### src/rtl/slat_pkg.sv
`timescale 1ns / 1ps
// ----------------------------------------------------------------------------
// slat_pkg
// Shared constants and types of the set-associative LRU hit tracker.
// ----------------------------------------------------------------------------
package slat_pkg;

    // Cache geometry
    localparam int NUM_SETS    = 32;
    localparam int NUM_WAYS    = 4;
    localparam int LINE_BYTES  = 64;
    localparam int ADDR_BITS   = 48;

    // Derived widths
    localparam int OFFSET_BITS = $clog2(LINE_BYTES);
    localparam int SET_IDX     = $clog2(NUM_SETS);
    localparam int SET_BITS    = (SET_IDX > 0) ? SET_IDX : 1;
    localparam int WAY_BITS    = (NUM_WAYS > 1) ? $clog2(NUM_WAYS) : 1;
    localparam int LINE_BITS   = ADDR_BITS - OFFSET_BITS;
    localparam int TAG_BITS    = LINE_BITS - SET_IDX;
    localparam int ROW_BITS    = NUM_WAYS * TAG_BITS;
    localparam int CNT_BITS    = 32;

    // Request queue between front and back
    localparam int QUEUE_DEPTH = 2;
    localparam int QPTR_BITS   = (QUEUE_DEPTH > 1) ? $clog2(QUEUE_DEPTH) : 1;
    localparam int QCNT_BITS   = $clog2(QUEUE_DEPTH + 1);

    // One classified lookup request
    typedef struct packed {
        logic [TAG_BITS-1:0] tag;
        logic [SET_BITS-1:0] set_idx;
    } t_req;

endpackage

### src/rtl/slat_front.sv
`timescale 1ns / 1ps
// ----------------------------------------------------------------------------
// slat_front
// Accepts byte addresses, splits them into set index and tag, and queues
// the resulting requests for the lookup engine.
// ----------------------------------------------------------------------------
module slat_front
    import slat_pkg::*;
(
    input  logic                 i_clk,
    input  logic                 i_rst_n,
    input  logic                 start,
    output logic                 busy,
    input  logic [ADDR_BITS-1:0] i_byte_address,
    input  logic                 i_pop,
    output logic                 o_req_valid,
    output t_req                 o_req
);

    t_req                 r_queue [QUEUE_DEPTH];
    logic [QPTR_BITS-1:0] r_wr_ptr, n_wr_ptr;
    logic [QPTR_BITS-1:0] r_rd_ptr, n_rd_ptr;
    logic [QCNT_BITS-1:0] r_count, n_count;

    logic [LINE_BITS-1:0] line_num;
    t_req                 new_req;
    logic                 push;
    logic                 pop;

    // Classify the address into set and tag
    assign line_num         = i_byte_address[ADDR_BITS-1:OFFSET_BITS];
    assign new_req.set_idx  = SET_BITS'(line_num % NUM_SETS);
    assign new_req.tag      = TAG_BITS'(line_num / NUM_SETS);

    assign busy        = (r_count == QCNT_BITS'(QUEUE_DEPTH));
    assign push        = start && !busy;
    assign pop         = i_pop && (r_count != '0);
    assign o_req_valid = (r_count != '0);
    assign o_req       = r_queue[r_rd_ptr];

    // Advance pointers and fill level
    always_comb begin
        n_wr_ptr = r_wr_ptr;
        n_rd_ptr = r_rd_ptr;
        n_count  = r_count;
        if (push) begin
            n_wr_ptr = (r_wr_ptr == QPTR_BITS'(QUEUE_DEPTH - 1)) ? '0 : r_wr_ptr + 1'b1;
        end
        if (pop) begin
            n_rd_ptr = (r_rd_ptr == QPTR_BITS'(QUEUE_DEPTH - 1)) ? '0 : r_rd_ptr + 1'b1;
        end
        if (push && !pop) begin
            n_count = r_count + 1'b1;
        end else if (pop && !push) begin
            n_count = r_count - 1'b1;
        end
    end

    always_ff @(posedge i_clk) begin
        if (!i_rst_n) begin
            r_wr_ptr <= '0;
            r_rd_ptr <= '0;
            r_count  <= '0;
        end else begin
            r_wr_ptr <= n_wr_ptr;
            r_rd_ptr <= n_rd_ptr;
            r_count  <= n_count;
        end
    end

    // Store the classified request
    always_ff @(posedge i_clk) begin
        if (push) begin
            r_queue[r_wr_ptr] <= new_req;
        end
    end

endmodule

### config.mk
export PLATFORM = sky130hd
export DESIGN_NAME = slat_front
export DESIGN_NICKNAME = d
export VERILOG_FILES = /design/src/rtl/slat_pkg.sv /design/src/rtl/slat_front.sv
export SDC_FILE = /design/constraint.sdc
export NUM_CORES = 1
export LEC_CHECK = 0
export BUFFER_PORTS_ARGS = -buffer_cell sky130_fd_sc_hd__buf_2
export CORE_ASPECT_RATIO = 2
export CORE_MARGIN = 3
export CORE_UTILIZATION = 30
export DETAILED_ROUTE_END_ITERATION = 10
export SLEW_MARGIN = 20
export SYNTH_ARGS = -nofsm -noshare
export SYNTH_HDL_FRONTEND = slang
export SYNTH_SLANG_ARGS = --single-unit
### constraint.sdc
create_clock -name i_clk -period 5.41 [get_ports i_clk]
set_input_delay 1.082 -clock i_clk [delete_from_list [all_inputs] [get_ports i_clk]]
set_output_delay 1.082 -clock i_clk [all_outputs]
set_load 0.01 [all_outputs]
# == Word-level counts from Yosys, hierarchy flattened ==
# Memory sizes are Yosys's and may differ from the RTL's. A register that Yosys moved wholly into a read port is not among the register bits.
# Index checks and enable logic that the tools add are counted.
# totals
inputBits,52
mem_count,1
mem_bits_rw,84
ff_bits,4
# mem_list
memory,depth,width,rd,rd_clocked_by_memory_dff,wr,line,source
r_queue,2,42,1,1,1,slat_front.sv:20,t_req r_queue [QUEUE_DEPTH];
# op_classes
n_addsub,4
reduce_logical,9
n_mux,8
eq_ne,1
# op_table
op,n
2-to-1 mux 1 bit,6
logical AND 1 bit,4
2-to-1 mux 2 bit,2
nonzero test 2 bit,2
zero test 1 bit,3
adder 1 bit (second input constant),2
adder 2 x 1 -> 2 bit (second input constant),1
equality test 2 bit (second input constant),1
subtractor 2 x 1 -> 2 bit (second input constant),1

# == Logic depth before layout (Yosys ltp) ==
# Gate-level depths: netlist of the first run.
# logic_depth
depth_word,7
depth_mapped,7
ltp_nobuf,7

# == Worst setup path after synthesis of the first run ==
# Ideal clock, no wire load.
# synth_path
kind,input-to-reg
startpoint,in start
endpoint,mem r_queue[0][0] (netlist name) (enable)
path_slack_ps,2138
t_arrival_ps,2836
cell_stages,2
required_ps,4974
setup_ps,436
path_cell_list,inv_1 -> nor3_2
# synth_between
elab_chain_cells,3
# synth_lines
item,line,source
start: declaration,slat_front.sv:12,"input logic start,"
logical AND 1 bit,slat_front.sv:36,assign push = start && !busy;
2-to-1 mux 1 bit,slat_front.sv:73,if (push) begin
2-to-1 mux 1 bit (not written as such),slat_front.sv:74,r_queue[r_wr_ptr] <= new_req;
end: declaration,slat_front.sv:20,
# No other way between the ends.

==> results of run 1 <==
-- Yosys cell counts (all sizes together) --
master / count
edfxtp: 84
mux2: 42
buf: 5
dfxtp: 5
and2: 3
a21boi: 2
inv: 2
o21ai: 2
xnor2: 2
and3: 1
ha: 1
nand2b: 1
nor2: 1
nor3: 1
o21a: 1
or2: 1
or3: 1
xor2: 1
-- per-layer routing --
metal	wire length [um]	part of all wire [%]	up-vias	global-route usage, %
met3	347	5.6	11	3.24
met5	0	0	-	0
met1	2100	34	836	9.90
li1	-	-	798	-
met2	3610	58	46	19.5
met4	178	2.9	0	6.31
-- flip-flops by register name, indices dropped and copies added (netlist names), named ones only --
name / count
r_count: 2
r_rd_ptr: 1
r_queue: 84
r_wr_ptr: 1
-- placed cells by master (no fill, tap or decap) --
cell        netlist  routed
buf_2             5      89
dfxtp_4           0       1
nor3_4            0       1
o21ai_1           1       1
buf_4             0       1
clkinvlp_4        0       2
a21boi_1          1       1
nor2_1            1       1
or2_2             1       1
xor2_1            1       1
clkbuf_16         0       9
mux2_2           42      42
o21ai_0           1       1
bufinv_16         0       1
ha_1              1       1
nand2b_1          1       1
and2_1            3       3
o21a_1            1       1
xnor2_1           2       2
clkinv_1          0       2
and3_2            0       1
inv_2             1       1
inv_6             0       1
inv_1             1       1
clkinv_4          0       1
or3_1             1       1
a21boi_0          1       1
dfxtp_1           5       4
edfxtp_1         84      84
-- metrics by stage --
stage | util [%] | area, um^2 | setup WS (ns)
3_5_place_dp | 36.7 | 3860 | 2.46
5_1_grt | 39.5 | 4160 | 2.60
3_3_place_gp | 36.7 | 3860 | 2.51
6_report | 39.5 | 4160 | 2.70
4_1_cts | 39.5 | 4160 | 2.29
2_1_floorplan | - | 3260 | 2.14
-- worst max-delay path: stages, from the launching register on --
cell and delay [ns]:
dfxtp_4 0.74, mux2_2 0.41, buf_2 0.14
-- worst max-delay path by stage --
stage | startpoint | end
after floorplan | start | r_queue[0][0]
after global placement | start | r_queue[0][8]
after detailed placement | start | r_queue[0][8]
after CTS | flip-flop | o_req[34]
after global routing | flip-flop | o_req[41]
final | flip-flop | o_req[25]
-- cell type report --
| type | count | area (um^2) |
|---|---|---|
| clock buffers | 9 | 225 |
| clock inverters | 7 | 70.1 |
| fillers | 999 | 6380 |
| inverters | 2 | 7.51 |
| multi-input cells | 60 | 609 |
| flip-flops and latches | 89 | 2630 |
| well taps | 137 | 171 |
| repair buffers | 90 | 453 |
-- logic make-up after synthesis --
kind of cell               count (synthesis)  synth area share, %
buffers and inverters                      7                0.999
muxes                                     42                 14.5
adders and majority gates                  1                0.384
xor gates and xnor gates                   3                0.807
and+or+nand+nor                            9                 1.77
DFF                                       89                 80.5
AOI/OAI and AO/OA                          5                0.999
-- power by group through the flow --
stage / sequential, W / clock, W / combinational, W
after CTS: 0.000944 / 0.000631 / 0.000448
final: 0.000941 / 0.000605 / 0.000434
after global routing: 0.000956 / 0.000657 / 0.000473
after floorplan: 0.000903 / 0 / 0.000315
after detailed placement: 0.000959 / 0 / 0.000446
after global placement: 0.000952 / 0 / 0.000439
==> results_dict.tcl, run 1 <==
set metrics [dict create \
    path_class "reg2out" \
    finalCritPeriodShare_pct 50.1 \
    rows 53 \
    grt-ovfl-total 0 \
    startpoint_type "flip-flop" \
    io_pins 96 \
    p_switching_w 0.000532 \
    setup_viol_count_final 0 \
    dpl.cell_count 378 \
    chipHeight_um 153 \
    place_congestion 0.653 \
    syn_nets 209 \
    ir_worst_vdd_mv 0.222 \
    diodes 0 \
    r2r-end "r_queue[0][30]" \
    fin_nets 305 \
    worstPathArrival_ns 1.63 \
    period_minus_slack_ns 2.71 \
    grt_pass1_wl_um 9380 \
    die_w_um 79.7 \
    maxCapViolations 0 \
    viasPerCell 4.29 \
    p_per_area_nw_per_um2 476 \
    ff2ff_setup_slack_ns 3.20 \
    slew_violations 0 \
    synth_top_cell_area_share_pct 77.4 \
    crit_fanout 42 \
    hpwl_um 4100 \
    drc_errors 0 \
    min_from "r_count[1]" \
    leakage_nw 1.54 \
    antenna_found_initial 0 \
    drt_iter0_markers 83 \
    routed_wl_um 6240 \
    grt_pass1_vias 1845 \
    grt_start_max_net_pins 43 \
    ant_nets 0 \
    clk_pin_slew_ns 0.06 \
    hold_viol_final 0 \
    cts_root_buffer "clkbuf_16" \
    firstDrtPassIters 4 \
    synth_cell_types 21 \
    final_cells 394 \
    grt_usage_pct 10.6 \
    endpoint_kind "output pin" \
    status "finished, final reports clean" \
    postCtsHoldBufs 0 \
    seq_area_frac_synth_pct 80.5 \
    post_drt_wl_per_cell_um 15.8 \
    tritoncts "yes" \
    min_to "r_count[1]" \
    fmax_mhz 369 \
    total_power_w 0.00198 \
    vias 1691 \
    synth_area_leaders "edfxtp_1, mux2_2, dfxtp_1, buf_2, and2_1" \
    switching_share_pct 26.9 \
    fin_skew_ns 0.00707 \
    clock-sinks 89 \
    yosys_warnings 0 \
    clock_latency_ns 0.33 \
    rsz0062_at_grt "false" \
    cp.required_ns 4.33 \
    synth_area_um2 3260 \
    r2r_start "r_count[0]" \
    cts_resized 0 \
    relSlewSlack_pct 29.3 \
    synth_cells 156 \
    final.setup.tns_ns 0 \
    start_util_pct 30.9 \
    avgSynthCellArea_um2 20.9 \
    seqPwrFrac_pct 47.5 \
    portBuffers 89 \
    die_area_um2 12200 \
    holdWs_ns 0.524 \
    htreeDepth 3 \
    postCtsSetupBuffers 0 \
    reg2reg_depth 4 \
    numCtsBuffers 9 \
    yosys.area.top_type "edfxtp_1" \
    syn2layout_area_growth_pct 27.8 \
    p_clk_share_pct 30.6 \
    drive_gt1_share_pct 58.8 \
    combPwrFrac_pct 21.9 \
    hp-class "reg2reg" \
    clk_path_buf_depth 2 \
    core-area_um2 10500 \
    ys_ff_latch 89 \
    worstMarginPinSlew_ns 1.06 \
    internal-power_w 0.00145 \
    holdPathStages 2 \
]
(Power assumes the default switching activity.)
==> inputs of run 2 (changes only) <==
==> constraint.sdc (replaced) <==
create_clock -name i_clk -period 2.6 [get_ports i_clk]
set_input_delay 0.52 -clock i_clk [delete_from_list [all_inputs] [get_ports i_clk]]
set_output_delay 0.52 -clock i_clk [all_outputs]
set_load 0.01 [all_outputs]
==> run 2 against run 1 <==
  * First-iteration DRC count is 37% higher
  * Setup slack got worse by 2.3 ns
  * Total power grew 110%
  * Hold slack got worse by 0.15 ns
  * Global-route usage up 0.076 points
==> results_dict.tcl, run 2 (synthesis gave the netlist of run 1 again) <==
set metrics [dict create \
    largest_register "r_queue" \
    p_per_area_nw_per_um2 984 \
    slowest_stage "dfxtp_2" \
    fin_skew_ns 0.00713 \
    final.setup.tns_ns 0 \
    top_regs "r_queue (84), r_count (2)" \
    worstPathArrival_ns 1.71 \
    grt_pass1_vias 1868 \
    clock-sinks 89 \
    portBuffers 89 \
    tritoncts "yes" \
    multi_input_area_um2 609 \
    diodes 0 \
    slew_violations 0 \
    clock_latency_ns 0.33 \
    crit_chain "buf_12, mux2_2, buf_2" \
    clk_pin_slew_ns 0.06 \
    finalCritPeriodShare_pct 85.7 \
    cts_resized 0 \
    grt_usage_pct 10.7 \
    place_congestion 0.673 \
    nFillCells 982 \
    syn2layout_area_growth_pct 29.2 \
    start_util_pct 30.9 \
    fin_nets 309 \
    setup_viol_count_final 0 \
    leakage_nw 1.56 \
    layout_common_cells "buf_2, edfxtp_1, mux2_2, clkbuf_16, dfxtp_1" \
    status "finished, final reports clean" \
    firstDrtPassIters 4 \
    drt_iter0_markers 114 \
    cp.required_ns 2.08 \
    largest_reg_flops 84 \
    hold_viol_final 0 \
    hp-class "in2reg" \
    io_pins 96 \
    grt_pass1_wl_um 9440 \
    cpPeakStageDelay_ns 0.60 \
    endpoint_kind "output pin" \
    drc_errors 0 \
    die_w_um 79.7 \
    vias 1726 \
    relSlewSlack_pct 71.0 \
    period_minus_slack_ns 2.23 \
    rows 53 \
    clk_path_buf_depth 2 \
    drive_gt1_share_pct 59.0 \
    routed_wl_um 6230 \
    htreeDepth 3 \
    setup_ws_ns 0.372 \
    grt-ovfl-total 0 \
    postCtsSetupBuffers 0 \
    viasPerCell 4.34 \
    postCtsHoldBufs 0 \
    fmax_mhz 449 \
    place_ws_ns 0.669 \
    ir_worst_vdd_mv 0.476 \
    worstMarginPinSlew_ns 0.436 \
    die_area_um2 12200 \
    cts_root_buffer "clkbuf_16" \
    hpwl_um 4270 \
    layout_commonest_cell "buf_2" \
    grt_start_max_net_pins 27 \
    numCtsBuffers 9 \
    crit_fanout 26 \
    ant_nets 0 \
    core-area_um2 10500 \
    path_class "reg2out" \
    maxCapViolations 0 \
    antenna_found_initial 0 \
    startpoint_type "flip-flop" \
    seqCellArea_um2 2620 \
    rsz0062_at_grt "false" \
    post_drt_wl_per_cell_um 15.7 \
    chipHeight_um 153 \
]
-- run 2: cell types whose count changed in the layout (fill, tap and decap cells not counted), sizes merged --
cell,change
buf,+4
clkbuf,+2
clkinv,-2
clkinvlp,+1
inv,-1
-- run 2: report_power, final --
part / switching (W) / total, W / internal [W] / leakage [nW]
combinational: 0.000506 / 0.00100 / 0.000498 / 0.602
clock: 0.000498 / 0.00124 / 0.000741 / 0.129
sequential: 0.0000939 / 0.00190 / 0.00180 / 0.826
total: 0.00110 / 0.00414 / 0.00304 / 1.56
-- run 2: critical path, delay by kind of cell (launching register included) --
family	cells	cell delay, ns
flip-flops	1	0.60
multiplexers	1	0.37
buffers and inverters	2	0.39
-- run 2: cell type report --
| cell class | count | area share [%] |
|---|---|---|
| timing repair buffer | 94 | 12.1 |
| clock buffer | 11 | 5.53 |
| inverter | 2 | 0.178 |
| clock inverter | 5 | 1.34 |
| tap | 137 | 4.07 |
| multi-input combinational | 60 | 14.5 |
| sequential | 89 | 62.3 |
-- run 2: final timing paths --
check / to / start / slack (ns) / cells past startpoint
max: o_req[15] / flip-flop / 0.37 / 3
max reg2reg: r_queue[1][6] / r_count[0] / 0.96 / 3
min: r_queue[0][35] / i_byte_address[41] / 0.38 / 1
min reg2reg: r_count[1] / r_count[1] / 0.54 / 2
-- run 2: per-layer routing --
| metal | part of all wire (%) | wire [um] | global-route usage (%) | up-vias |
|---|---|---|---|---|
| li1 | - | - | - | 806 |
| met1 | 32 | 1980 | 9.37 | 864 |
| met2 | 61 | 3790 | 20.6 | 45 |
| met3 | 4.6 | 288 | 2.83 | 11 |
| met4 | 2.8 | 173 | 6.23 | 0 |
| met5 | 0 | 0 | 0 | - |
-- run 2: stage by stage --
step	util, %	instances	power, W	hold slack [ns]	cell area, um^2
2_1_floorplan	-	156	0.00254	0.479	3260
3_3_place_gp	37.2	382	0.00293	0.493	3920
3_5_place_dp	37.2	382	0.00296	0.528	3920
4_1_cts	39.9	398	0.00422	0.358	4210
5_1_grt	39.9	398	0.00435	0.362	4210
6_report	39.9	398	0.00414	0.375	4210
==> inputs of run 3 (changes only) <==
==> constraint.sdc (replaced) <==
create_clock -name i_clk -period 2.6 [get_ports i_clk]
set_input_delay 0.13 -clock i_clk [delete_from_list [all_inputs] [get_ports i_clk]]
set_output_delay 0.13 -clock i_clk [all_outputs]
set_load 0.01 [all_outputs]
==> run 3 against run 2 <==
  * Routed wire length rose by 4.4%
  * Register-to-register slack got worse by 0.15 ns
  * Clock power fell by 3%
  * Sequential share of layout area fell by 5.4 points
  * First-iteration DRC count fell by 3.5%
  * Critical endpoint unchanged
  * Largest power group unchanged
==> results_dict.tcl, run 3 (synthesis gave the netlist of run 1 again) <==
set metrics [dict create \
    status "finished, final reports clean" \
    maxCapViolations 0 \
    fmax_mhz 526 \
    min_from "i_rst_n" \
    period_minus_slack_ns 1.90 \
    relSlewSlack_pct 65.7 \
    rows 53 \
    total_power_w 0.00416 \
    core-area_um2 10500 \
    die_area_um2 12200 \
    layout_common_cells "buf_2, edfxtp_1, mux2_2, dlygate4sd3_1, clkbuf_16" \
    drive_gt1_share_pct 50.0 \
    grt-ovfl-total 0 \
    endpoint_kind "output pin" \
    diodes 0 \
    startpoint_type "flip-flop" \
    place_congestion 0.673 \
    final_area_um2 4610 \
    layout_commonest_cell "buf_2" \
    fin_nets 350 \
    setup_viol_count_final 0 \
    die_w_um 79.7 \
    worstPathArrival_ns 1.77 \
    portBuffers 89 \
    numCtsBuffers 9 \
    tritoncts "yes" \
    grt_pass1_vias 2105 \
    leakage_nw 1.74 \
    firstDrtPassIters 4 \
    viasPerCell 4.22 \
    chipHeight_um 153 \
    wl_met2_um 3930 \
    hold_viol_final 0 \
    drc_errors 0 \
    antenna_found_initial 0 \
    finalCritPeriodShare_pct 73.1 \
    top_regs "r_queue (84), r_count (2)" \
    dpl.cell_count 381 \
    largest_reg_flops 84 \
    htreeDepth 3 \
    place_ws_ns 0.729 \
    slew_violations 0 \
    r2r_start "r_count[0]" \
    grt_usage_pct 11.3 \
    placed_cell_area_um2 3910 \
    largest_register "r_queue" \
    hp-class "in2reg" \
    ant_nets 0 \
    final_cells 439 \
    io_pins 96 \
    clk_path_buf_depth 2 \
    top_layer "met4" \
    p_per_area_nw_per_um2 903 \
    ir_worst_vdd_mv 0.551 \
    hpwl_um 4340 \
    routed_wl_um 6510 \
    wl_met3_um 252 \
    final.setup.tns_ns 0 \
    grt_start_max_net_pins 40 \
    worstMarginPinSlew_ns 0.515 \
    start_util_pct 30.9 \
    fin_skew_ns 0.00588 \
    clock-sinks 89 \
    vias 1854 \
    rsz0062_at_grt "false" \
    clk_pin_slew_ns 0.06 \
    crit_fanout 24 \
    syn2layout_area_growth_pct 41.6 \
    cp.required_ns 2.47 \
    drt_iter0_markers 110 \
    setup_ws_ns 0.700 \
    wl_met1_um 2120 \
    cts_root_buffer "clkbuf_16" \
    post_drt_wl_per_cell_um 14.8 \
    clock_latency_ns 0.33 \
    grt_pass1_wl_um 10100 \
    path_class "reg2out" \
]
run 3: cell types whose count changed in the layout (fill, tap and decap cells not counted), sizes merged:
| cell | before | now |
|---|---|---|
| clkinv | 1 | 4 |
| clkinvlp | 3 | 0 |
| buf | 94 | 93 |
| dlygate4sd3 | 0 | 42 |
run 3: path summary, 6_finish.rpt:
check / depth (start not counted) / end / slack (ns)
max reg2reg: 3 / r_queue[1][40] / 0.81
min reg2reg: 2 / r_count[1] / 0.53
min: 2 / r_wr_ptr / 0.06
max: 3 / o_req[15] / 0.70
run 3: stage by stage:
step | utilization [%] | hold WS [ns]
after floorplan | - | 0.229
after global placement | 37.1 | 0.319
after detailed placement | 37.1 | 0.321
after CTS | 43.7 | 0.0571
after global routing | 43.7 | 0.0703
final | 43.7 | 0.0621
run 3: repair_timing:
item / 4_1_cts / 5_1_grt
buffers inserted: 0 / 0
hold buffers: 42 / 0
endpoints found under the hold margin: 84 / 0
resized for setup: 0 / 0
run 3: routing by layer:
| layer | global-route usage [%] | vias up |
|---|---|---|
| li1 | - | 886 |
| met1 | 10.0 | 904 |
| met2 | 21.8 | 48 |
| met3 | 2.71 | 16 |
| met4 | 6.89 | 0 |
| met5 | 0 | - |
run 3: where the power goes:
part / leakage [nW] / internal (W) / switching, W
registers: 0.826 / 0.00180 / 0.0000995
logic: 0.773 / 0.000541 / 0.000517
clock network: 0.136 / 0.000733 / 0.000470
total: 1.74 / 0.00308 / 0.00109
run 3: cell type report:
| cell class | count | area (um^2) |
|---|---|---|
| clock buffer | 11 | 233 |
| clock inverter | 5 | 46.3 |
| multi-input combinational | 60 | 609 |
| fill | 948 | 5930 |
| tap | 137 | 171 |
| sequential | 89 | 2620 |
| timing repair buffer | 135 | 921 |
| inverter | 2 | 7.51 |
run 3: worst max-delay path, stage by stage, from the launching register on:
cell and delay [ns]:
dfxtp_2 0.65, buf_12 0.26, mux2_2 0.37, buf_2 0.14
